File: src/rtl/ash_pkg.sv
// Shared constants, field widths, command codes and the classified command type
// for the alignment statistics block. No dependencies.
`timescale 1ns / 1ps
`default_nettype none

package ash_pkg;

  // Field widths of the channels
  localparam int OP_W         = 2;
  localparam int GROUP_FIELD_W = 3;
  localparam int MAPQ_W       = 8;
  localparam int INSERT_W     = 32;
  localparam int ENTRY_W      = 14;
  localparam int VALUE_W      = 32;

  // Configuration registers
  localparam int LIMIT_W      = 15;
  localparam int FLOOR_W      = 8;
  localparam int CFG_INDEX_W  = 2;
  localparam int CFG_DATA_W   = 15;
  localparam logic [LIMIT_W-1:0] LIMIT_RESET = 15'd10000;
  localparam logic [FLOOR_W-1:0] FLOOR_RESET = 8'd0;

  localparam logic [CFG_INDEX_W-1:0] CFG_INSERT_LIMIT  = 2'd0;
  localparam logic [CFG_INDEX_W-1:0] CFG_QUALITY_FLOOR = 2'd1;

  // Defaults for the top-level parameters
  localparam int GROUPS_DEF     = 8;
  localparam int BINS_DEF       = 16384;
  localparam int COUNT_BITS_DEF = 32;

  // Event counters, one row of them per group
  localparam int NUM_COUNTERS = 9;
  localparam int CNT_SEL_W    = 4;
  localparam int CNT_TOTAL          = 0;
  localparam int CNT_UNMAPPED       = 1;
  localparam int CNT_UNPAIRED       = 2;
  localparam int CNT_UNPAIRED_DEDUP = 3;
  localparam int CNT_UNPAIRED_UNIQ  = 4;
  localparam int CNT_PAIRED         = 5;
  localparam int CNT_PAIRED_DEDUP   = 6;
  localparam int CNT_PAIRED_UNIQ    = 7;
  localparam int CNT_PAIRED_PROPER  = 8;

  localparam int QUEUE_DEPTH = 2;

  typedef enum logic [OP_W-1:0] {
    OP_RECORD   = 2'd0,
    OP_READ_CNT = 2'd1,
    OP_READ_BIN = 2'd2
  } ash_op_t;

  typedef enum logic [1:0] {
    KIND_RECORD   = 2'd0,
    KIND_READ_CNT = 2'd1,
    KIND_READ_BIN = 2'd2
  } ash_kind_t;

  // Classified command handed from the front end to the update engine
  typedef struct packed {
    ash_kind_t                 kind;
    logic [NUM_COUNTERS-1:0]   inc;
    logic                      hist_inc;
    logic [CNT_SEL_W-1:0]      cnt_sel;
    logic                      err;
  } ash_cmd_t;

endpackage

`default_nettype wire

File: src/rtl/ash_if.sv
// Channel interfaces of the alignment statistics block: input words, result
// words and configuration writes. Depends on ash_pkg.
`timescale 1ns / 1ps
`default_nettype none

interface ash_in_if
  import ash_pkg::*;
();
  logic                        valid;
  logic                        ready;
  logic [OP_W-1:0]             op;
  logic [GROUP_FIELD_W-1:0]    group;
  logic                        first_mate;
  logic                        mapped;
  logic                        mate_mapped;
  logic                        duplicate;
  logic                        proper_pair;
  logic [MAPQ_W-1:0]           map_quality;
  logic signed [INSERT_W-1:0]  insert_size;
  logic [ENTRY_W-1:0]          entry_index;

  modport source (
    output valid, op, group, first_mate, mapped, mate_mapped, duplicate,
           proper_pair, map_quality, insert_size, entry_index,
    input  ready
  );
  modport sink (
    input  valid, op, group, first_mate, mapped, mate_mapped, duplicate,
           proper_pair, map_quality, insert_size, entry_index,
    output ready
  );
endinterface


interface ash_cfg_if
  import ash_pkg::*;
();
  logic                   valid;
  logic                   ready;
  logic [CFG_INDEX_W-1:0] index;
  logic [CFG_DATA_W-1:0]  data;

  modport source (output valid, index, data, input ready);
  modport sink   (input valid, index, data, output ready);
endinterface

`default_nettype wire

File: src/rtl/ash_front.sv
// Front end: takes input words and configuration writes, holds the two
// configuration registers and classifies each word into a command. Uses ash_pkg.
`timescale 1ns / 1ps
`default_nettype none

module ash_front
  import ash_pkg::*;
#(
  parameter int GROUPS = GROUPS_DEF,
  parameter int BINS   = BINS_DEF,
  localparam int ROW_W   = (GROUPS > 1) ? $clog2(GROUPS) : 1,
  localparam int HADDR_W = $clog2(GROUPS * BINS)
) (
  input  wire logic        clk,
  input  wire logic        rst_n,
  ash_in_if.sink           in_ch,
  ash_cfg_if.sink          cfg_ch,
  input  wire logic        q_full,
  input  wire logic        clearing,
  output logic             push,
  output ash_cmd_t         push_cmd,
  output logic [ROW_W-1:0]   push_row,
  output logic [HADDR_W-1:0] push_haddr
);

  logic [LIMIT_W-1:0] limit_r, limit_nxt;
  logic [FLOOR_W-1:0] floor_r, floor_nxt;

  logic              group_ok;
  logic              uniq;
  logic              enq;
  logic [INSERT_W-1:0] raw;
  logic [INSERT_W-1:0] mag;
  logic [ROW_W-1:0]  row;
  logic [HADDR_W-1:0] bin_base;

  assign cfg_ch.ready = 1'b1;

  always_comb begin
    limit_nxt = limit_r;
    floor_nxt = floor_r;
    if (cfg_ch.valid) begin
      unique case (cfg_ch.index)
        CFG_INSERT_LIMIT:  limit_nxt = cfg_ch.data[LIMIT_W-1:0];
        CFG_QUALITY_FLOOR: floor_nxt = cfg_ch.data[FLOOR_W-1:0];
        default: ;
      endcase
    end
  end

  always_ff @(posedge clk) begin
    if (!rst_n) begin
      limit_r <= LIMIT_RESET;
      floor_r <= FLOOR_RESET;
    end else begin
      limit_r <= limit_nxt;
      floor_r <= floor_nxt;
    end
  end

  assign in_ch.ready = ~q_full & ~clearing;

  always_comb begin
    raw      = in_ch.insert_size;
    mag      = raw[INSERT_W-1] ? (~raw + 32'd1) : raw;
    group_ok = 32'(in_ch.group) < GROUPS;
    uniq     = in_ch.map_quality > floor_r;
    row      = ROW_W'(in_ch.group);
    bin_base = HADDR_W'(row) * HADDR_W'(BINS);

    enq        = 1'b0;
    push_cmd   = '0;
    push_row   = row;
    push_haddr = '0;

    unique case (ash_op_t'(in_ch.op))
      OP_RECORD: begin
        enq           = group_ok;
        push_cmd.kind = KIND_RECORD;
        push_cmd.inc[CNT_TOTAL] = in_ch.first_mate;
        if (!in_ch.mapped && !in_ch.mate_mapped) begin
          push_cmd.inc[CNT_UNMAPPED] = in_ch.first_mate;
        end else if (in_ch.mapped && in_ch.mate_mapped) begin
          push_cmd.inc[CNT_PAIRED] = in_ch.first_mate;
          if (in_ch.first_mate && !in_ch.duplicate) begin
            push_cmd.inc[CNT_PAIRED_DEDUP]  = 1'b1;
            push_cmd.inc[CNT_PAIRED_UNIQ]   = uniq;
            push_cmd.inc[CNT_PAIRED_PROPER] = in_ch.proper_pair;
            push_cmd.hist_inc = (mag != '0) && (mag < 32'(limit_r)) && (mag < 32'(BINS));
          end
        end else begin
          push_cmd.inc[CNT_UNPAIRED] = in_ch.first_mate;
          if (in_ch.mapped && !in_ch.duplicate) begin
            push_cmd.inc[CNT_UNPAIRED_DEDUP] = 1'b1;
            push_cmd.inc[CNT_UNPAIRED_UNIQ]  = uniq;
          end
        end
        push_haddr = bin_base + HADDR_W'(mag);
      end
      OP_READ_CNT: begin
        enq              = 1'b1;
        push_cmd.kind    = KIND_READ_CNT;
        push_cmd.cnt_sel = in_ch.entry_index[CNT_SEL_W-1:0];
        push_cmd.err     = !group_ok || (in_ch.entry_index >= ENTRY_W'(NUM_COUNTERS));
        if (push_cmd.err) begin
          push_row = '0;
        end
      end
      OP_READ_BIN: begin
        enq           = 1'b1;
        push_cmd.kind = KIND_READ_BIN;
        push_cmd.err  = !group_ok || (32'(in_ch.entry_index) >= BINS);
        if (push_cmd.err) begin
          push_row = '0;
        end else begin
          push_haddr = bin_base + HADDR_W'(in_ch.entry_index);
        end
      end
      default: ;
    endcase
  end

  assign push = in_ch.valid & in_ch.ready & enq;

endmodule

`default_nettype wire

File: src/flat_wrapper.sv
// flat-port wrapper written by rule: the top's interface ports become plain ports
module ash_front_flat import ash_pkg::*;
#(
  parameter int GROUPS = GROUPS_DEF,
  parameter int BINS   = BINS_DEF,
  localparam int ROW_W   = (GROUPS > 1) ? $clog2(GROUPS) : 1,
  localparam int HADDR_W = $clog2(GROUPS * BINS)
)
  (clk, rst_n, q_full, clearing, push, push_cmd, push_row, push_haddr, in_ch_valid, in_ch_op, in_ch_group, in_ch_first_mate, in_ch_mapped, in_ch_mate_mapped, in_ch_duplicate, in_ch_proper_pair, in_ch_map_quality, in_ch_insert_size, in_ch_entry_index, in_ch_ready, cfg_ch_valid, cfg_ch_index, cfg_ch_data, cfg_ch_ready);
  ash_in_if in_ch_i ();
  ash_cfg_if cfg_ch_i ();
  input  wire logic clk;
  input  wire logic rst_n;
  input  wire logic q_full;
  input  wire logic clearing;
  output logic push;
  output ash_cmd_t push_cmd;
  output logic [ROW_W-1:0] push_row;
  output logic [HADDR_W-1:0] push_haddr;
  input wire logic [$bits(in_ch_i.valid)-1:0] in_ch_valid;
  input wire logic [$bits(in_ch_i.op)-1:0] in_ch_op;
  input wire logic [$bits(in_ch_i.group)-1:0] in_ch_group;
  input wire logic [$bits(in_ch_i.first_mate)-1:0] in_ch_first_mate;
  input wire logic [$bits(in_ch_i.mapped)-1:0] in_ch_mapped;
  input wire logic [$bits(in_ch_i.mate_mapped)-1:0] in_ch_mate_mapped;
  input wire logic [$bits(in_ch_i.duplicate)-1:0] in_ch_duplicate;
  input wire logic [$bits(in_ch_i.proper_pair)-1:0] in_ch_proper_pair;
  input wire logic [$bits(in_ch_i.map_quality)-1:0] in_ch_map_quality;
  input wire logic [$bits(in_ch_i.insert_size)-1:0] in_ch_insert_size;
  input wire logic [$bits(in_ch_i.entry_index)-1:0] in_ch_entry_index;
  output wire logic [$bits(in_ch_i.ready)-1:0] in_ch_ready;
  input wire logic [$bits(cfg_ch_i.valid)-1:0] cfg_ch_valid;
  input wire logic [$bits(cfg_ch_i.index)-1:0] cfg_ch_index;
  input wire logic [$bits(cfg_ch_i.data)-1:0] cfg_ch_data;
  output wire logic [$bits(cfg_ch_i.ready)-1:0] cfg_ch_ready;
  assign in_ch_i.valid = in_ch_valid;
  assign in_ch_i.op = in_ch_op;
  assign in_ch_i.group = in_ch_group;
  assign in_ch_i.first_mate = in_ch_first_mate;
  assign in_ch_i.mapped = in_ch_mapped;
  assign in_ch_i.mate_mapped = in_ch_mate_mapped;
  assign in_ch_i.duplicate = in_ch_duplicate;
  assign in_ch_i.proper_pair = in_ch_proper_pair;
  assign in_ch_i.map_quality = in_ch_map_quality;
  assign in_ch_i.insert_size = in_ch_insert_size;
  assign in_ch_i.entry_index = in_ch_entry_index;
  assign in_ch_ready = in_ch_i.ready;
  assign cfg_ch_i.valid = cfg_ch_valid;
  assign cfg_ch_i.index = cfg_ch_index;
  assign cfg_ch_i.data = cfg_ch_data;
  assign cfg_ch_ready = cfg_ch_i.ready;
  ash_front #(.GROUPS(GROUPS), .BINS(BINS)) u_core (.clk(clk), .rst_n(rst_n), .in_ch(in_ch_i), .cfg_ch(cfg_ch_i), .q_full(q_full), .clearing(clearing), .push(push), .push_cmd(push_cmd), .push_row(push_row), .push_haddr(push_haddr));
endmodule
File: config.mk
export PLATFORM = sky130hd
export DESIGN_NAME = ash_front_flat
export DESIGN_NICKNAME = d
export VERILOG_FILES = /design/src/rtl/ash_pkg.sv /design/src/rtl/ash_if.sv /design/src/rtl/ash_front.sv /design/src/flat_wrapper.sv
export SDC_FILE = /design/constraint.sdc
export NUM_CORES = 1
export LEC_CHECK = 0
export ABC_AREA = 0
export BUFFER_PORTS_ARGS = -buffer_cell sky130_fd_sc_hd__buf_2
export CAP_MARGIN = 10
export CELL_PAD_IN_SITES_DETAIL_PLACEMENT = 0
export CELL_PAD_IN_SITES_GLOBAL_PLACEMENT = 1
export CORE_ASPECT_RATIO = 0.7
export CORE_MARGIN = 2
export CORE_UTILIZATION = 36
export CTS_CLUSTER_SIZE = 25
export DETAILED_ROUTE_END_ITERATION = 16
export PLACE_DENSITY = 0.94
export SLEW_MARGIN = 20
export SYNTH_ARGS = -nofsm -noshare
export SYNTH_HDL_FRONTEND = slang
export SYNTH_SLANG_ARGS = --single-unit
File: constraint.sdc
create_clock -name clk -period 11.2 [get_ports clk]
set_input_delay 2.24 -clock clk [delete_from_list [all_inputs] [get_ports clk]]
set_output_delay 2.24 -clock clk [all_outputs]
set_load 0.02 [all_outputs]
; Yosys cells after proc, flatten, opt, wreduce, memory -nomap -nowiden
; Index checks and enable logic that the tools add are counted.
[totals]
register_bits = 23
latch_bits = 0
mem_bits_rw = 0
mem_bits_ro = 0
input_bits = 87
output_inout_bits = 40
word_cells = 51
memories = 0
[classes]
addsub = 3
mul = 0
div = 0
order_cmp = 4
n_eq_ne = 3
shift = 0
n_mux = 18
n_bitwise = 6
n_reduce_logical = 15
[op_table]
columns = cell, n
row1 = 17-bit one-hot mux with 2 select lines, 1
row2 = "32-bit by 1-bit adder with 32-bit output, second input constant", 1
row3 = 32-bit by 15-bit < comparator with 1-bit output, 1
row4 = "32-bit by 15-bit < comparator with 1-bit output, second input constant", 1
row5 = 32-bit 2-to-1 mux, 1
row6 = 32-bit inverter, 1
row7 = 32-bit nonzero test, 1
row8 = 17-bit by 14-bit adder with 17-bit output, 1
row9 = 17-bit adder, 1
row10 = "14-bit by 4-bit greater-or-equal comparator with 1-bit output, second input constant", 1
row11 = 3-bit 2-to-1 mux, 4
row12 = 10-bit 2-to-1 mux, 1
row13 = 8-bit > comparator, 1
row14 = 4-bit 2-to-1 mux, 2
row15 = 7-bit 2-to-1 mux, 1
row16 = 1-bit logical AND, 6
row17 = 1-bit 2-to-1 mux, 6
row18 = "2-bit by 1-bit == test with 1-bit output, second input constant", 2
row19 = 2-bit zero test, 2
row20 = 2-bit one-hot mux with 2 select lines, 1
row21 = 2-bit AND reduction, 2
row22 = 1-bit bitwise AND, 3
row23 = 1-bit zero test, 3
row24 = 3-bit OR reduction, 1
row25 = other kinds (3), 4

; Depth between registers and ports, before layout
[logic_depth]
ltp_word = 10
ltp_mapped = 14
depth_no_buf = 14

; Worst setup path before layout
; OpenSTA, ideal clock, no wires.
[synth_path]
kind = in2out
from = input port in_ch_insert_size[7]
to = output port push_cmd[5] (netlist bit)
t_arrival_ns = 5.133
t_required_ns = 8.960
setup_slack_ns = 3.827
stages = 12
path_buffers = 1
path_cell_list = nor4_1 nand3_1 clkbuf_1 o21ai_0 xnor2_1 ha_1 a21oi_1 nor2b_1 o41ai_1 o2111ai_1 a221o_1 a2111oi_2
[synth_lines]
columns = element, line_no
row1 = "start, declared", flat_wrapper.sv:29  ; input wire logic [$bits(in_ch_i.insert_size)-1:0] in_ch_insert_size;
row2 = "end, declared", flat_wrapper.sv:17  ; output ash_cmd_t push_cmd;

==> results.toml <==
[outcome]
status = "finished, final reports clean"

[sta]
max_slew_margin_pct = 44.4
final-setup-viol-count = 0
rsz0062_at_grt = "no"
fin_skew_ns = 0
slew_violations = 0
setup_tns_ns = 0
period_needed_ns = 8.02
fmax_mhz = 125
hold_violations = 0
worst_pin_slew_ns = 0.827
fin_crit_sh_pct = 71.6

[pwr]
powerDensity_nw_per_um2 = 77.2
p_leak_nw = 1.66
irDropWorstVdd_uv = 53.6

[global_route]
grt_pass1_wl_um = 14800
grt_use_total_pct = 20.5
grt-ovfl-total = 0
grt_antenna_before_repair = 0
grt_pass1_vias = 3067
grt_max_degree = 35

[place]
io_buffer_count = 125
place_congestion = 0.933
dp_hpwl_um = 7670
place_area_um2 = 3510

[logic_synthesis]
syn_inst = 397
synth_nets = 509
synthArstFlopShare_pct = 0
synth_edf_count = 0
avgSynthCellArea_um2 = 7.19
ys_types = 57
syn-cell-area_um2 = 2860
ys_seq_elements = 23
ys_seq_area_share_pct = 16.1
ys_warn_count = 0
synth_flop_cell = "dfxtp_1"

[critical_path]
startpoint = "in_ch_insert_size[7]"
worstPathArrival_ns = 5.78
worstPathMaxFanout = 12
start_kind = "input port"
reg2reg_from = "u_core.limit_r[2]"
cp.required_ns = 8.96
crit_type = "in2out"
endpoint_kind = "output pin"
rr_worst_depth = 2

[die]
pin_count = 127
initial_core_util_pct = 36.7
die_h_um = 78.5
die_w_um = 110
row_count = 27
core_um2 = 7770
die_area_um2 = 8670

[drt]
wirelength_um = 9080
routedWlPerCell_um = 15.0
vias = 3283
firstDrtPassIters = 5
postRouteAntennaNets = 0
route.detailed.drc = 0
drtIter0Drc = 168
viasPerCell = 5.43

[job]
cap_viol_max_count = 0

[clocking]
cts.repair.resized = 0
cts_max_level = 1
clk_latency_ns = 0.26
numCtsBuffers = 3
cts.sinks = 23
cts_tree = "built"
post_cts_buffers = 0
clk_pin_slew_ns = 0.06
cts_buffer_depth = 2
cts-root-buf = "clkbuf_16"
ctsHoldBuffers = 0

[worst_hold_path]
min_path_cells = 2
min_path_type = "reg2reg"
min_from = "u_core.limit_r[1]"

[cells_and_area]
layout_common_cells = "buf_2, nand2_1, nor2_1"
num_antenna_cells = 0
final_common_cell = "buf_2"
area_growth_pct = 25.9
drive_gt1_share_pct = 27.4
final_nets = 617
fin_area_um2 = 3600
layer usage:
metal	vias up	global-route usage [%]	wire length [um]
met5	-	0	0
met4	0	2.63	68
met3	13	4.25	775
met2	147	34.6	4040
met1	1489	27.8	4200
li1	1634	-	-
registers in the layout, summed over array words and instances, names as in the netlist:
signal,flops
u_core.limit_r,15
u_core.floor_r,8
cell usage after synthesis (2+ instances only):
| cell | instances | area share (%) |
|---|---|---|
| nand2_1 | 42 | 5.5 |
| nor2_1 | 38 | 5.0 |
| inv_1 | 34 | 4.5 |
| ha_1 | 24 | 11 |
| dfxtp_1 | 23 | 16 |
| mux2i_1 | 23 | 8.1 |
| clkbuf_1 | 18 | 2.4 |
| nor2b_1 | 17 | 3.7 |
| o21ai_0 | 17 | 3.0 |
| a21oi_1 | 15 | 2.6 |
| xnor2_1 | 15 | 4.6 |
| nor4_1 | 12 | 2.6 |
| a21boi_0 | 11 | 2.9 |
| nor3_1 | 10 | 1.8 |
| o31ai_1 | 8 | 2.1 |
| nand3_1 | 7 | 1.2 |
| and2_1 | 5 | 1.1 |
| o211ai_1 | 5 | 1.3 |
| o41ai_1 | 5 | 1.5 |
| or3_1 | 5 | 1.1 |
| nand2b_1 | 4 | 0.88 |
| nand4_1 | 4 | 0.88 |
| o21a_1 | 4 | 1.1 |
| or4_1 | 4 | 1.1 |
| a2111oi_0 | 3 | 0.92 |
| a211oi_1 | 3 | 0.79 |
| a31oi_1 | 3 | 0.66 |
| and3_1 | 3 | 0.66 |
| a21o_1 | 2 | 0.53 |
| buf_6 | 2 | 0.79 |
| nor3b_1 | 2 | 0.53 |
| o21bai_1 | 2 | 0.53 |
| o221ai_1 | 2 | 0.61 |
| xor2_1 | 2 | 0.61 |
power by group:
group          switching [mW]  leakage (nW)  internal (mW)
logic                  0.0679          1.43         0.0466
registers             0.00132         0.187         0.0849
clock network          0.0283        0.0382         0.0486
kinds of logic after synthesis:
logic type	after synthesis	share of synthesized area, %
compound gates	88	21.3
xor+xnor	17	5.21
fa+ha+maj	25	11.2
buf+inv	56	8.02
flops	23	16.1
mux	23	8.06
other cells	1	0.131
simple gates	164	29.9
cell type report:
type,instances,area (um2)
Sequential cell,23,460
Fill cell,786,4170
Timing Repair Buffer,125,626
Multi-Input combinational cell,318,2180
Tap cell,101,126
Clock buffer,4,78.8
Inverter,34,128
stage by stage:
| step | std cells | worst slack, ns | power (mW) | hold slack (ns) | util (%) |
|---|---|---|---|---|---|
| 2_1_floorplan | 397 | 3.83 | 0.157 | 0.443 | - |
| 3_3_place_gp | 601 | 3.41 | 0.199 | 0.456 | 45.2 |
| 3_5_place_dp | 601 | 3.25 | 0.202 | 0.464 | 45.2 |
| 4_1_cts | 605 | 3.26 | 0.278 | 0.472 | 46.2 |
| 5_1_grt | 605 | 2.90 | 0.295 | 0.485 | 46.3 |
| 6_report | 605 | 3.18 | 0.278 | 0.467 | 46.3 |
critical path, stage by stage:
cell and delay (ns):
buf_2 0.12, nor4_1 0.57, nand3_1 0.50, o21ai_0 0.35, xnor2_1 0.23, ha_1 0.32
a21oi_1 0.16, nor2b_1 0.09, o41ai_1 0.28, o2111ai_1 0.17, a221o_1 0.30, a2111oi_2 0.23
buf_2 0.23
path summary, 6_finish.rpt:
kind / to / slack [ns]
setup / recovery: push_cmd[5] / 3.18
hold / removal: u_core.limit_r[1] / 0.47
setup reg to reg: u_core.limit_r[2] / 10.53
hold reg to reg: u_core.limit_r[1] / 0.47
Power figures use the tool's default switching activity.
