## src/rtl/ash_pkg.sv

```systemverilog
// Shared constants, field widths, command codes and the classified command type
// for the alignment statistics block. No dependencies.
`timescale 1ns / 1ps
`default_nettype none

package ash_pkg;

  // Field widths of the channels
  localparam int OP_W         = 2;
  localparam int GROUP_FIELD_W = 3;
  localparam int MAPQ_W       = 8;
  localparam int INSERT_W     = 32;
  localparam int ENTRY_W      = 14;
  localparam int VALUE_W      = 32;

  // Configuration registers
  localparam int LIMIT_W      = 15;
  localparam int FLOOR_W      = 8;
  localparam int CFG_INDEX_W  = 2;
  localparam int CFG_DATA_W   = 15;
  localparam logic [LIMIT_W-1:0] LIMIT_RESET = 15'd10000;
  localparam logic [FLOOR_W-1:0] FLOOR_RESET = 8'd0;

  localparam logic [CFG_INDEX_W-1:0] CFG_INSERT_LIMIT  = 2'd0;
  localparam logic [CFG_INDEX_W-1:0] CFG_QUALITY_FLOOR = 2'd1;

  // Defaults for the top-level parameters
  localparam int GROUPS_DEF     = 8;
  localparam int BINS_DEF       = 16384;
  localparam int COUNT_BITS_DEF = 32;

  // Event counters, one row of them per group
  localparam int NUM_COUNTERS = 9;
  localparam int CNT_SEL_W    = 4;
  localparam int CNT_TOTAL          = 0;
  localparam int CNT_UNMAPPED       = 1;
  localparam int CNT_UNPAIRED       = 2;
  localparam int CNT_UNPAIRED_DEDUP = 3;
  localparam int CNT_UNPAIRED_UNIQ  = 4;
  localparam int CNT_PAIRED         = 5;
  localparam int CNT_PAIRED_DEDUP   = 6;
  localparam int CNT_PAIRED_UNIQ    = 7;
  localparam int CNT_PAIRED_PROPER  = 8;

  localparam int QUEUE_DEPTH = 2;

  typedef enum logic [OP_W-1:0] {
    OP_RECORD   = 2'd0,
    OP_READ_CNT = 2'd1,
    OP_READ_BIN = 2'd2
  } ash_op_t;

  typedef enum logic [1:0] {
    KIND_RECORD   = 2'd0,
    KIND_READ_CNT = 2'd1,
    KIND_READ_BIN = 2'd2
  } ash_kind_t;

  // Classified command handed from the front end to the update engine
  typedef struct packed {
    ash_kind_t                 kind;
    logic [NUM_COUNTERS-1:0]   inc;
    logic                      hist_inc;
    logic [CNT_SEL_W-1:0]      cnt_sel;
    logic                      err;
  } ash_cmd_t;

endpackage

`default_nettype wire

```

## src/rtl/ash_queue.sv

```systemverilog
// Short FIFO between the front end and the update engine; carries packed
// commands of any width. Uses ash_pkg for the depth.
`timescale 1ns / 1ps
`default_nettype none

module ash_queue
  import ash_pkg::*;
#(
  parameter int W = 8
) (
  input  wire logic         clk,
  input  wire logic         rst_n,
  input  wire logic         push,
  input  wire logic [W-1:0] push_data,
  input  wire logic         pop,
  output logic      [W-1:0] pop_data,
  output logic              not_empty,
  output logic              full
);

  localparam int PTR_W = (QUEUE_DEPTH > 1) ? $clog2(QUEUE_DEPTH) : 1;
  localparam int CNT_W = $clog2(QUEUE_DEPTH + 1);

  logic [W-1:0]     slot_r [QUEUE_DEPTH];
  logic [PTR_W-1:0] wr_ptr_r, wr_ptr_nxt;
  logic [PTR_W-1:0] rd_ptr_r, rd_ptr_nxt;
  logic [CNT_W-1:0] fill_r, fill_nxt;

  assign not_empty = fill_r != '0;
  assign full      = fill_r == CNT_W'(QUEUE_DEPTH);
  assign pop_data  = slot_r[rd_ptr_r];

  always_comb begin
    wr_ptr_nxt = wr_ptr_r;
    rd_ptr_nxt = rd_ptr_r;
    fill_nxt   = fill_r;
    if (push) begin
      wr_ptr_nxt = (wr_ptr_r == PTR_W'(QUEUE_DEPTH - 1)) ? '0 : wr_ptr_r + 1'b1;
    end
    if (pop) begin
      rd_ptr_nxt = (rd_ptr_r == PTR_W'(QUEUE_DEPTH - 1)) ? '0 : rd_ptr_r + 1'b1;
    end
    if (push && !pop) begin
      fill_nxt = fill_r + 1'b1;
    end else if (pop && !push) begin
      fill_nxt = fill_r - 1'b1;
    end
  end

  always_ff @(posedge clk) begin
    if (!rst_n) begin
      wr_ptr_r <= '0;
      rd_ptr_r <= '0;
      fill_r   <= '0;
    end else begin
      wr_ptr_r <= wr_ptr_nxt;
      rd_ptr_r <= rd_ptr_nxt;
      fill_r   <= fill_nxt;
    end
  end

  always_ff @(posedge clk) begin
    if (push) begin
      slot_r[wr_ptr_r] <= push_data;
    end
  end

endmodule

`default_nettype wire

```

## config.mk

```make
export PLATFORM = sky130hd
export DESIGN_NAME = ash_queue
export DESIGN_NICKNAME = d
export VERILOG_FILES = /design/src/rtl/ash_pkg.sv /design/src/rtl/ash_queue.sv
export SDC_FILE = /design/constraint.sdc
export NUM_CORES = 1
export LEC_CHECK = 0
export ABC_CLOCK_PERIOD_IN_PS = 2400
export BUFFER_PORTS_ARGS = -buffer_cell sky130_fd_sc_hd__buf_4
export CORE_UTILIZATION = 35
export DETAILED_ROUTE_END_ITERATION = 8
export GPL_TIMING_DRIVEN = 0
export REMOVE_ABC_BUFFERS = 1
export SKIP_LAST_GASP = 1
export SLEW_MARGIN = 20
export SYNTH_ARGS = -nofsm -noshare
export SYNTH_HDL_FRONTEND = slang
export SYNTH_SLANG_ARGS = --single-unit
```

## constraint.sdc

```tcl
create_clock -name clk -period 2.4 [get_ports clk]
set_input_delay 0.36 -clock clk [delete_from_list [all_inputs] [get_ports clk]]
set_output_delay 0.36 -clock clk [all_outputs]
set_load 0.005 [all_outputs]
```

# Word-level counts from Yosys, hierarchy flattened
# Memory sizes are Yosys's and may differ from the RTL's. A register that Yosys moved wholly into a read port is not among the register bits.
# Cells that the tools add are included.
[totals]
input_bits = 12
ram_bits = 16
memories = 1
reg_bits = 4
[op_classes]
addsub = 4
mux = 8
eq_ne = 1
n_reduce_logical = 6
[mem_list]
columns = ["memory", "words", "word_bits", "rd", "rd_ports_with_merged_regs", "write_ports", "line", "rtl"]
rows = [
  ["slot_r", 2, 8, 1, 1, 1, "ash_queue.sv:24", "logic [W-1:0] slot_r [QUEUE_DEPTH];"],
]
[ops]
columns = ["op", "n"]
rows = [
  ["$mux 1", 6],
  ["$mux 2", 2],
  ["$reduce_bool 2->1", 2],
  ["$add 1x1->1 const B", 2],
  ["$add 2x1->2 const B", 1],
  ["$eq 2x2->1 const B", 1],
  ["$logic_and 1x1->1", 2],
  ["$logic_not 1->1", 2],
  ["$sub 2x1->2 const B", 1],
]

# Longest topological paths before layout
# Gate-level depths: netlist of the first run.
[logic_depth]
word_depth = 4
depth_mapped = 5
depth_no_buf = 5

# Worst setup path before layout of the first run
# OpenSTA, ideal clock, no wires.
[synth_timing]
path_kind = "input-to-reg"
start = "input pop"
end = "register fill_r[1]"
setup_time_ns = 0.070
arrival_time_ns = 1.135
t_required_ns = 2.330
setup_slack_ns = 1.195
path_stages = 4
path_cell_list = "inv_1 ha_1 or3_1 a21boi_1"
[synth_between]
elab_chain_len = 3
word_cells_on_any_way = 5
[synth_lines]
columns = ["element", "line", "rtl"]
rows = [
  ["start, declared", "ash_queue.sv:15", "input wire logic pop,"],
  ["$logic_not 1->1", "ash_queue.sv:43", "if (push && !pop) begin"],
  ["$logic_and 1x1->1", "ash_queue.sv:43", ""],
  ["$mux 2 / $reduce_bool 2->1 (equally long branches)", "n/a", ""],
  ["end signal, assigned", "ash_queue.sv:58", "fill_r <= fill_nxt;"],
  ["end, declared", "ash_queue.sv:27", "logic [CNT_W-1:0] fill_r, fill_nxt;"],
]
# Parallel ways exist; a longest one is shown, timed or not.
# A chain may end at the register's enable or synchronous reset.

==> impl_metrics.py, run 1 <==
metrics = {
    "outcome": {
        "status": "completed",
    },
    "drt": {
        "drc": 0,
        "wl_met1_um": 506,
        "routed_wl_mm": 1.126,
        "wire_per_inst_um": 11.49,
        "drt-initial-drc-count": 6,
        "wl_met2_um": 530,
        "ant_nets": 0,
        "via_per_inst": 4.439,
        "drt_pass1_iterations": 4,
        "vias": 435,
        "wl_met3_um": 75,
        "top_layer": "met4",
    },
    "global_routing": {
        "grt_pass1_wl_mm": 1.718,
        "grt_max_degree": 13,
        "antenna_found_initial": 0,
        "overflow": 0,
        "grt_use_total_pct": 10.03,
        "grt_pass1_vias": 376,
    },
    "clock_network": {
        "cts_resized": 0,
        "cts_buffers": 3,
        "cts.sinks": 21,
        "cts_setup_buffers": 0,
        "cts_buffer_depth": 2,
        "path_clk_slew_ns": 0.12,
        "clk_latency_ns": 0.30,
        "cts_tree": "built",
        "ctsHoldBuffers": 0,
        "htree_levels": 1,
        "clock-root-buffer": "clkbuf_4",
    },
    "critical_path": {
        "critPathMaxStageDelay_ns": 0.56,
        "path_cells": "mux2_2 > buf_4",
        "crit_family": "flip-flops",
        "setup.worst_path.end_class": "output pin",
        "cp_data_required_time_ns": 2.04,
        "cp_num_buf_inv": 1,
        "crit_slowest_cell": "dfxtp_1",
        "path_class": "flip-flop to output pin",
        "cp-start-kind": "flip-flop",
        "crit_fanout": 8,
        "cp.arrival_ns": 1.37,
    },
    "job": {
        "max_cap_violations": 0,
    },
    "layout": {
        "area_growth_pct": 26.84,
        "final_util_pct": 49.51,
        "drive_gt1_share_pct": 49.30,
        "mostFrequentLayoutCells": "21 x buf_4, 16 x edfxtp_1, 8 x mux2_2, 5 x dfxtp_1, 4 x and2_1",
        "final_common_cell": "buf_4",
        "nets": 85,
        "antennaDiodeCount": 0,
    },
    "synth": {
        "ys.warnings.count": 0,
        "synth.area.mux_share_pct": 11.30,
        "ys_seq_area_share_pct": 72.84,
        "synth-compound-area-share_pct": 2.512,
        "synth_top_family_by_area": "multiplexers",
        "yosysUniqueCellTypes": 16,
        "synthXorXnorAreaFrac_pct": 3.297,
        "syn_area_um2": 797.0,
        "ys_seq_elements": 21,
        "synth-simple-area-share_pct": 7.378,
        "syn_inst": 47,
        "syn_avg_cell_area_um2": 16.96,
        "synthAdderAreaFrac_pct": 1.570,
    },
    "placed_design": {
        "dp_slack_ns": 0.8699,
        "place.gp.congestion": 0.6370,
        "hpwl_um": 792.9,
        "io_buffers": 21,
    },
    "pwr": {
        "p_leak_uw": 0.0004009,
        "powerDensity_nw_per_um2": 686.6,
        "power_uw": 694.2,
        "peakVddDrop_mv": 0.4574,
    },
    "sta": {
        "max_slew_margin_pct": 47.49,
        "post-route-min-period_ns": 1.726,
        "finClkSkew_ns": 0.01132,
        "period_share_pct": 71.93,
        "setup-tns-final_ns": 0,
        "rsz0062_at_grt": "no",
        "tightestPinTransition_ns": 0.7860,
        "setup_ws_ns": 0.6737,
        "final_max_slew_viol_count": 0,
        "setup_viol": 0,
        "max_freq_mhz": 579.3,
        "hold_violations": 0,
    },
    "die": {
        "die_x_um": 49.72,
        "start_util_pct": 39.03,
        "num_rows": 16,
        "ios": 22,
        "die-area_um2": 2472,
        "die_y_um": 49.72,
        "coreArea_um2": 2042,
    },
    "min_path": {
        "hp-class": "input port to flip-flop",
    },
}
==> power by group <==
group          total [uW]  switching, uW  internal, uW  leakage (uW)
clock                 164            102          62.1     0.0000177
combinational         100           34.0          66.2      0.000191
sequential            430           14.2           416      0.000192
==> layer usage <==
metal	vias up	global-route usage, %
met2	15	14.64
li1	216	-
met4	0	2.857
met5	-	0
met3	2	5.864
met1	202	12.45
==> kinds of logic (layout without fill, tap and decap cells) <==
family                     Yosys count  count (layout)
DFF                                 21              21
adders and majority gates            1               1
AOI/OAI and AO/OA                    3               3
xor gates and xnor gates             3               3
muxes                                8               8
and+or+nand+nor                      9               9
buffers and inverters                2              26
==> flip-flops by register name (all words and copies together), names as in the netlist, named ones only <==
signal / count
slot_r: 16
fill_r: 2
rd_ptr_r: 1
wr_ptr_r: 1
==> Yosys cell counts <==
master / n / area (um2)
a21boi_1: 1 / 7.510
and2_1: 4 / 25.02
and2b_2: 1 / 8.760
buf_2: 1 / 5.000
dfxtp_1: 5 / 100.1
edfxtp_1: 16 / 480.5
ha_1: 1 / 12.51
inv_1: 1 / 3.750
mux2_2: 8 / 90.09
nor2b_1: 2 / 12.51
o21a_1: 1 / 7.510
o21ai_0: 1 / 5.000
or2_2: 1 / 6.260
or3_1: 1 / 6.260
xnor2_1: 1 / 8.760
xor2_1: 2 / 17.52
==> final timing paths <==
check          startpoint            to  slack, ns  cells past startpoint
min          push_data[6]  slot_r[1][6]       0.23                      1
max             flip-flop   pop_data[6]       0.67                      2
min reg2reg     fill_r[1]     fill_r[1]       0.51                      2
max reg2reg      wr_ptr_r  slot_r[0][2]       1.10                      1
==> cell type report <==
class	instances	area, um2
multi-input combinational	24	207.7
tap	27	33.78
sequential	21	580.6
timing repair buffer	21	157.7
clock buffer	3	22.52
clock inverter	1	5.005
inverter	1	3.754
fill	184	1031
==> through the flow <==
stage          instance area (um2)  hold slack, ns  std cells
6_report                      1011          0.2345         98
5_1_grt                       1011          0.2193         98
4_1_cts                       1011          0.2279         98
3_5_place_dp                 983.4          0.4965         94
3_3_place_gp                 983.4          0.4789         94
2_1_floorplan                792.0          0.4589         46
(Power assumes the default switching activity.)
==> run 2: changes to the inputs <==
--- a/config.mk
+++ b/config.mk
@@ -5,7 +5,8 @@
 export SDC_FILE = /design/constraint.sdc
 export NUM_CORES = 1
 export LEC_CHECK = 0
-export ABC_CLOCK_PERIOD_IN_PS = 2400
+export ABC_AREA = 1
+export ABC_CLOCK_PERIOD_IN_PS = 1500
 export BUFFER_PORTS_ARGS = -buffer_cell sky130_fd_sc_hd__buf_4
 export CORE_UTILIZATION = 35
 export DETAILED_ROUTE_END_ITERATION = 8
==> constraint.sdc (replaced) <==
create_clock -name clk -period 1.5 [get_ports clk]
set_input_delay 0.225 -clock clk [delete_from_list [all_inputs] [get_ports clk]]
set_output_delay 0.225 -clock clk [all_outputs]
set_load 0.005 [all_outputs]
==> run 2 against run 1 <==
Combinational power rose by 58%; utilization fell by 2.3 points; worst hold slack got worse by 0.14 ns; routed wire length rose by 14%; sequential share of layout area fell by 2.0 points; setup slack got worse by 0.61 ns; total power rose by 60%; sequential cell count did not move; critical path depth did not move; via count rose by 13%; die area rose by 5.4%; sequential power rose by 59%; highest routed layer unchanged.
==> impl_metrics.py, run 2 <==
metrics = {
    "die": {
        "coreArea_um2": 2233,
        "die_y_um": 51.05,
        "ios": 22,
        "die_x_um": 51.05,
        "start_util_pct": 37.70,
        "die-area_um2": 2606,
        "num_rows": 17,
    },
    "pwr": {
        "peakVddDrop_mv": 0.4718,
        "powerDensity_nw_per_um2": 1050,
        "p_leak_uw": 0.0004673,
    },
    "synth": {
        "syn_area_um2": 842.1,
        "synth.area.mux_share_pct": 14.26,
        "yosysUniqueCellTypes": 14,
        "synth-compound-area-share_pct": 1.189,
        "yosysMostFrequentCell": "edfxtp_1",
        "synth_top_cell_area_share_pct": 57.06,
        "async_flop_share_pct": 0,
        "synthTopCellsByCount": "16 x edfxtp_1, 8 x mux2_4, 8 x nand2_1, 8 x nor2_1, 7 x inv_1",
        "synth_top_family_by_area": "multiplexers",
        "synth_edf_count": 16,
        "synth-simple-area-share_pct": 9.212,
        "syn_inst": 60,
        "synthAdderAreaFrac_pct": 1.486,
        "yosys.area.top_type": "edfxtp_1",
        "synth_area_leaders": "edfxtp_1 57%, mux2_4 14%, dfxtp_1 12%, nand2_1 3.6%, nor2_1 3.6%",
        "synthXorXnorAreaFrac_pct": 0,
        "ys_seq_elements": 21,
        "syn_avg_cell_area_um2": 14.03,
        "ys.warnings.count": 0,
        "ys_seq_area_share_pct": 68.95,
        "yosys_most_used_dff": "edfxtp_1",
    },
    "clock_network": {
        "clk_latency_ns": 0.30,
        "path_clk_slew_ns": 0.11,
        "cts_buffers": 3,
        "ctsHoldBuffers": 0,
        "clock-root-buffer": "clkbuf_4",
        "cts_setup_buffers": 0,
        "htree_levels": 1,
        "cts_tree": "built",
        "cts_resized": 2,
        "cts_buffer_depth": 2,
        "cts.sinks": 21,
    },
    "min_path": {
        "hp-class": "input port to flip-flop",
    },
    "placed_design": {
        "place.gp.congestion": 0.5897,
        "dpl_cell_area_um2": 1023,
        "io_buffers": 21,
        "hpwl_um": 957.1,
        "placed_cells": 108,
        "dp_slack_ns": 0.1518,
    },
    "critical_path": {
        "setup.worst_path.end_class": "output pin",
        "cp_data_required_time_ns": 1.27,
        "cp.arrival_ns": 1.21,
        "cp_num_buf_inv": 1,
        "critPathMaxStageDelay_ns": 0.46,
        "path_class": "flip-flop to output pin",
        "crit_fanout": 8,
        "crit_slowest_cell": "dfxtp_4",
        "path_cells": "mux2_4 > buf_4",
        "cp-start-kind": "flip-flop",
        "crit_family": "flip-flops",
    },
    "layout": {
        "drive_gt1_share_pct": 42.86,
        "final_cells": 112,
        "nets": 98,
        "area_growth_pct": 25.26,
        "largest-register": "slot_r",
        "reg_top3": "slot_r: 16 flops, fill_r: 2 flops",
        "largest_reg_flops": 16,
        "fill_cells": 211,
        "antennaDiodeCount": 0,
        "design_area_um2": 1055,
        "mostFrequentLayoutCells": "21 x buf_4, 16 x edfxtp_1, 8 x mux2_4, 8 x nor2_1, 8 x nand2_1",
        "final_common_cell": "buf_4",
    },
    "sta": {
        "rsz0062_at_grt": "no",
        "setup-tns-final_ns": 0,
        "max_freq_mhz": 696.4,
        "post-route-min-period_ns": 1.436,
        "setup_ws_ns": 0.06400,
        "finClkSkew_ns": 0.005110,
        "tightestPinTransition_ns": 0.6870,
        "hold_violations": 0,
        "period_share_pct": 95.73,
        "setup_viol": 0,
        "max_slew_margin_pct": 54.03,
        "final_max_slew_viol_count": 0,
    },
    "global_routing": {
        "grt_use_total_pct": 11.45,
        "antenna_found_initial": 0,
        "grt_pass1_vias": 476,
        "grt_max_degree": 13,
        "grt_pass1_wl_mm": 2.014,
        "overflow": 0,
    },
    "drt": {
        "vias": 491,
        "wire_per_inst_um": 11.49,
        "ant_nets": 0,
        "drt-initial-drc-count": 7,
        "routed_wl_mm": 1.287,
        "drc": 0,
        "drt_pass1_iterations": 2,
        "via_per_inst": 4.384,
    },
    "outcome": {
        "status": "completed",
    },
    "job": {
        "max_cap_violations": 0,
    },
}
-- run 2: logic make-up (layout without fill, tap and decap cells) --
| group | Yosys count | in the layout |
|---|---|---|
| AO/OA/AOI/OAI | 2 | 2 |
| adder cells (fa/ha/maj) | 1 | 1 |
| buffers and inverters | 9 | 33 |
| flip-flops | 21 | 21 |
| multiplexers | 8 | 8 |
| AND/OR/NAND/NOR | 19 | 19 |
-- run 2: routing by layer --
metal | part of all wire, % | vias up | GRT usage (%)
met4 | 2.4 | 0 | 9.722
met5 | 0 | - | 0
met3 | 5.2 | 4 | 2.679
li1 | - | 249 | -
met2 | 51 | 17 | 18.86
met1 | 42 | 221 | 12.26
-- run 2: area by class of cell --
cell class / count / area, um2 / area share (%)
inverter: 8 / 30.03 / 2.847
clock buffer: 3 / 22.52 / 2.135
multi-input combinational: 30 / 220.2 / 20.88
clock inverter: 1 / 5.005 / 0.4745
sequential: 21 / 584.3 / 55.40
timing repair buffer: 21 / 157.7 / 14.95
tap: 28 / 35.03 / 3.321
-- run 2: through the flow --
step | hold slack [ns] | util, % | power (uW)
finish | 0.09923 | 47.23 | 1107
CTS | 0.09050 | 47.23 | 1124
floorplan | 0.3239 | - | 776.6
global placement | 0.4118 | 45.83 | 854.7
global route | 0.08000 | 47.23 | 1165
detailed placement | 0.4130 | 45.83 | 859.7
-- run 2: power by group --
| group | switching, uW | internal (uW) |
|---|---|---|
| combinational | 62.7 | 95.8 |
| sequential | 20.7 | 664 |
| clock | 165 | 99.4 |
-- run 2: final timing paths --
| check | end | depth (start not counted) | slack [ns] | from |
|---|---|---|---|---|
| setup / recovery | pop_data[3] | 2 | 0.06 | flip-flop |
| hold / removal | slot_r[1][1] | 1 | 0.1 | push_data[1] |
| setup reg to reg | slot_r[0][4] | 1 | 0.25 | wr_ptr_r |
| hold reg to reg | rd_ptr_r | 2 | 0.51 | rd_ptr_r |
==> run 3: changes to the inputs <==
--- a/config.mk
+++ b/config.mk
@@ -11,6 +11,7 @@
 export CORE_UTILIZATION = 35
 export DETAILED_ROUTE_END_ITERATION = 8
 export GPL_TIMING_DRIVEN = 0
+export RECOVER_POWER = 50
 export REMOVE_ABC_BUFFERS = 1
 export SKIP_LAST_GASP = 1
 export SLEW_MARGIN = 20
==> run 3 against run 2 <==
Die area unchanged; sequential cell count unchanged; global-route usage unchanged; sequential share of layout area increased by 0.33 points; final cell count unchanged; worst hold slack improved by 0.025 ns; non-clock buffer count unchanged; sequential power about the same; utilization decreased by 0.28 points; largest cell class unchanged.
==> impl_metrics.py, run 3 (synthesized netlist as in run 2, its figures left out) <==
metrics = {
    "outcome": {
        "status": "completed",
    },
    "clock_network": {
        "clk_latency_ns": 0.30,
        "cts.sinks": 21,
        "ctsHoldBuffers": 0,
        "htree_levels": 1,
        "cts_setup_buffers": 0,
        "path_clk_slew_ns": 0.11,
        "cts_tree": "built",
        "cts_buffer_depth": 2,
        "cts_buffers": 3,
        "clock-root-buffer": "clkbuf_4",
    },
    "drt": {
        "routed_wl_mm": 1.261,
        "drc": 0,
        "wl_met2_um": 631,
        "top_layer": "met4",
        "wl_met3_um": 66,
        "via_per_inst": 4.321,
        "ant_nets": 0,
        "vias": 484,
        "wire_per_inst_um": 11.26,
        "drt-initial-drc-count": 7,
        "wl_met1_um": 533,
        "drt_pass1_iterations": 2,
    },
    "layout": {
        "reg_top3": "slot_r: 16 flops, fill_r: 2 flops",
        "mostFrequentLayoutCells": "16 x edfxtp_1, 13 x buf_4, 10 x clkbuf_4, 9 x nand2_1",
        "nets": 98,
        "largest_reg_flops": 16,
        "largest-register": "slot_r",
        "final_common_cell": "edfxtp_1",
        "area_growth_pct": 24.52,
        "drive_gt1_share_pct": 39.29,
        "fill_cells": 213,
        "antennaDiodeCount": 0,
        "final_util_pct": 46.95,
    },
    "sta": {
        "finClkSkew_ns": 0.004127,
        "period_share_pct": 95.27,
        "setup_viol": 0,
        "post-route-min-period_ns": 1.429,
        "rsz0062_at_grt": "no",
        "setup_ws_ns": 0.07091,
        "max_slew_margin_pct": 54.22,
        "setup-tns-final_ns": 0,
        "max_freq_mhz": 699.7,
        "final_max_slew_viol_count": 0,
        "hold_violations": 0,
        "tightestPinTransition_ns": 0.6842,
    },
    "die": {
        "die-area_um2": 2606,
        "die_y_um": 51.05,
        "num_rows": 17,
        "die_x_um": 51.05,
        "start_util_pct": 37.70,
        "coreArea_um2": 2233,
        "ios": 22,
    },
    "critical_path": {
        "cp_num_buf_inv": 1,
        "cp_data_required_time_ns": 1.27,
        "crit_fanout": 8,
        "path_class": "flip-flop to output pin",
        "path_cells": "mux2_4 > buf_4",
        "crit_slowest_cell": "dfxtp_4",
        "setup.worst_path.end_class": "output pin",
        "crit_family": "flip-flops",
        "cp.arrival_ns": 1.20,
        "critPathMaxStageDelay_ns": 0.46,
        "cp-start-kind": "flip-flop",
    },
    "global_routing": {
        "grt_pass1_wl_mm": 2.014,
        "grt_pass1_vias": 476,
        "grt_use_total_pct": 11.45,
        "overflow": 0,
        "grt_max_degree": 13,
        "antenna_found_initial": 0,
    },
    "placed_design": {
        "place.gp.congestion": 0.5897,
        "io_buffers": 21,
        "dp_slack_ns": 0.1518,
        "hpwl_um": 957.1,
    },
    "pwr": {
        "powerDensity_nw_per_um2": 1051,
        "peakVddDrop_mv": 0.4688,
        "p_leak_uw": 0.0004624,
    },
    "job": {
        "max_cap_violations": 0,
    },
    "min_path": {
        "hp-class": "input port to flip-flop",
    },
}
-- run 3: cell types whose count changed in the layout (fill, tap and decap cells not counted), sizes merged --
cell    before  now
clkbuf       3   11
buf         21   13
-- run 3: final cells by class --
type	count	area [um2]	share of cell area [%]
inverter	8	30.03	2.864
timing repair buffer	21	153.9	14.68
sequential	21	584.3	55.73
tap	28	35.03	3.341
multi-input combinational	30	217.7	20.76
clock inverter	1	5.005	0.4773
clock buffer	3	22.52	2.148
-- run 3: worst paths after layout --
path | cells past startpoint | slack, ns | endpoint | from
max reg2reg | 1 | 0.25 | slot_r[0][4] | wr_ptr_r
min | 1 | 0.12 | slot_r[1][1] | push_data[1]
max | 2 | 0.07 | pop_data[3] | flip-flop
min reg2reg | 2 | 0.51 | rd_ptr_r | rd_ptr_r
-- run 3: timing repair --
item,in CTS,in global routing
endpoints found under the hold margin,0,0
resized for setup,2,0
setup endpoints to repair,8,0
-- run 3: metal layers --
metal | GRT usage [%] | vias to the layer above
met5 | 0 | -
met4 | 9.722 | 0
met3 | 2.679 | 4
met2 | 18.86 | 17
met1 | 12.26 | 214
li1 | - | 249
-- run 3: power by group --
| part | leakage (uW) | switching, uW | internal [uW] |
|---|---|---|---|
| logic | 0.000252 | 61.6 | 93.1 |
| registers | 0.000192 | 20.1 | 664 |
| clock network | 0.0000177 | 164 | 99.4 |
| total | 0.000462 | 245 | 856 |
-- run 3: metrics by stage --
stage	hold WS (ns)	instances	total power, uW	area [um2]
CTS	0.09050	112	1124	1055
finish	0.1245	112	1102	1049
global placement	0.4118	108	854.7	1023
floorplan	0.3239	59	776.6	830.8
detailed placement	0.4130	108	859.7	1023
global route	0.1049	112	1161	1049
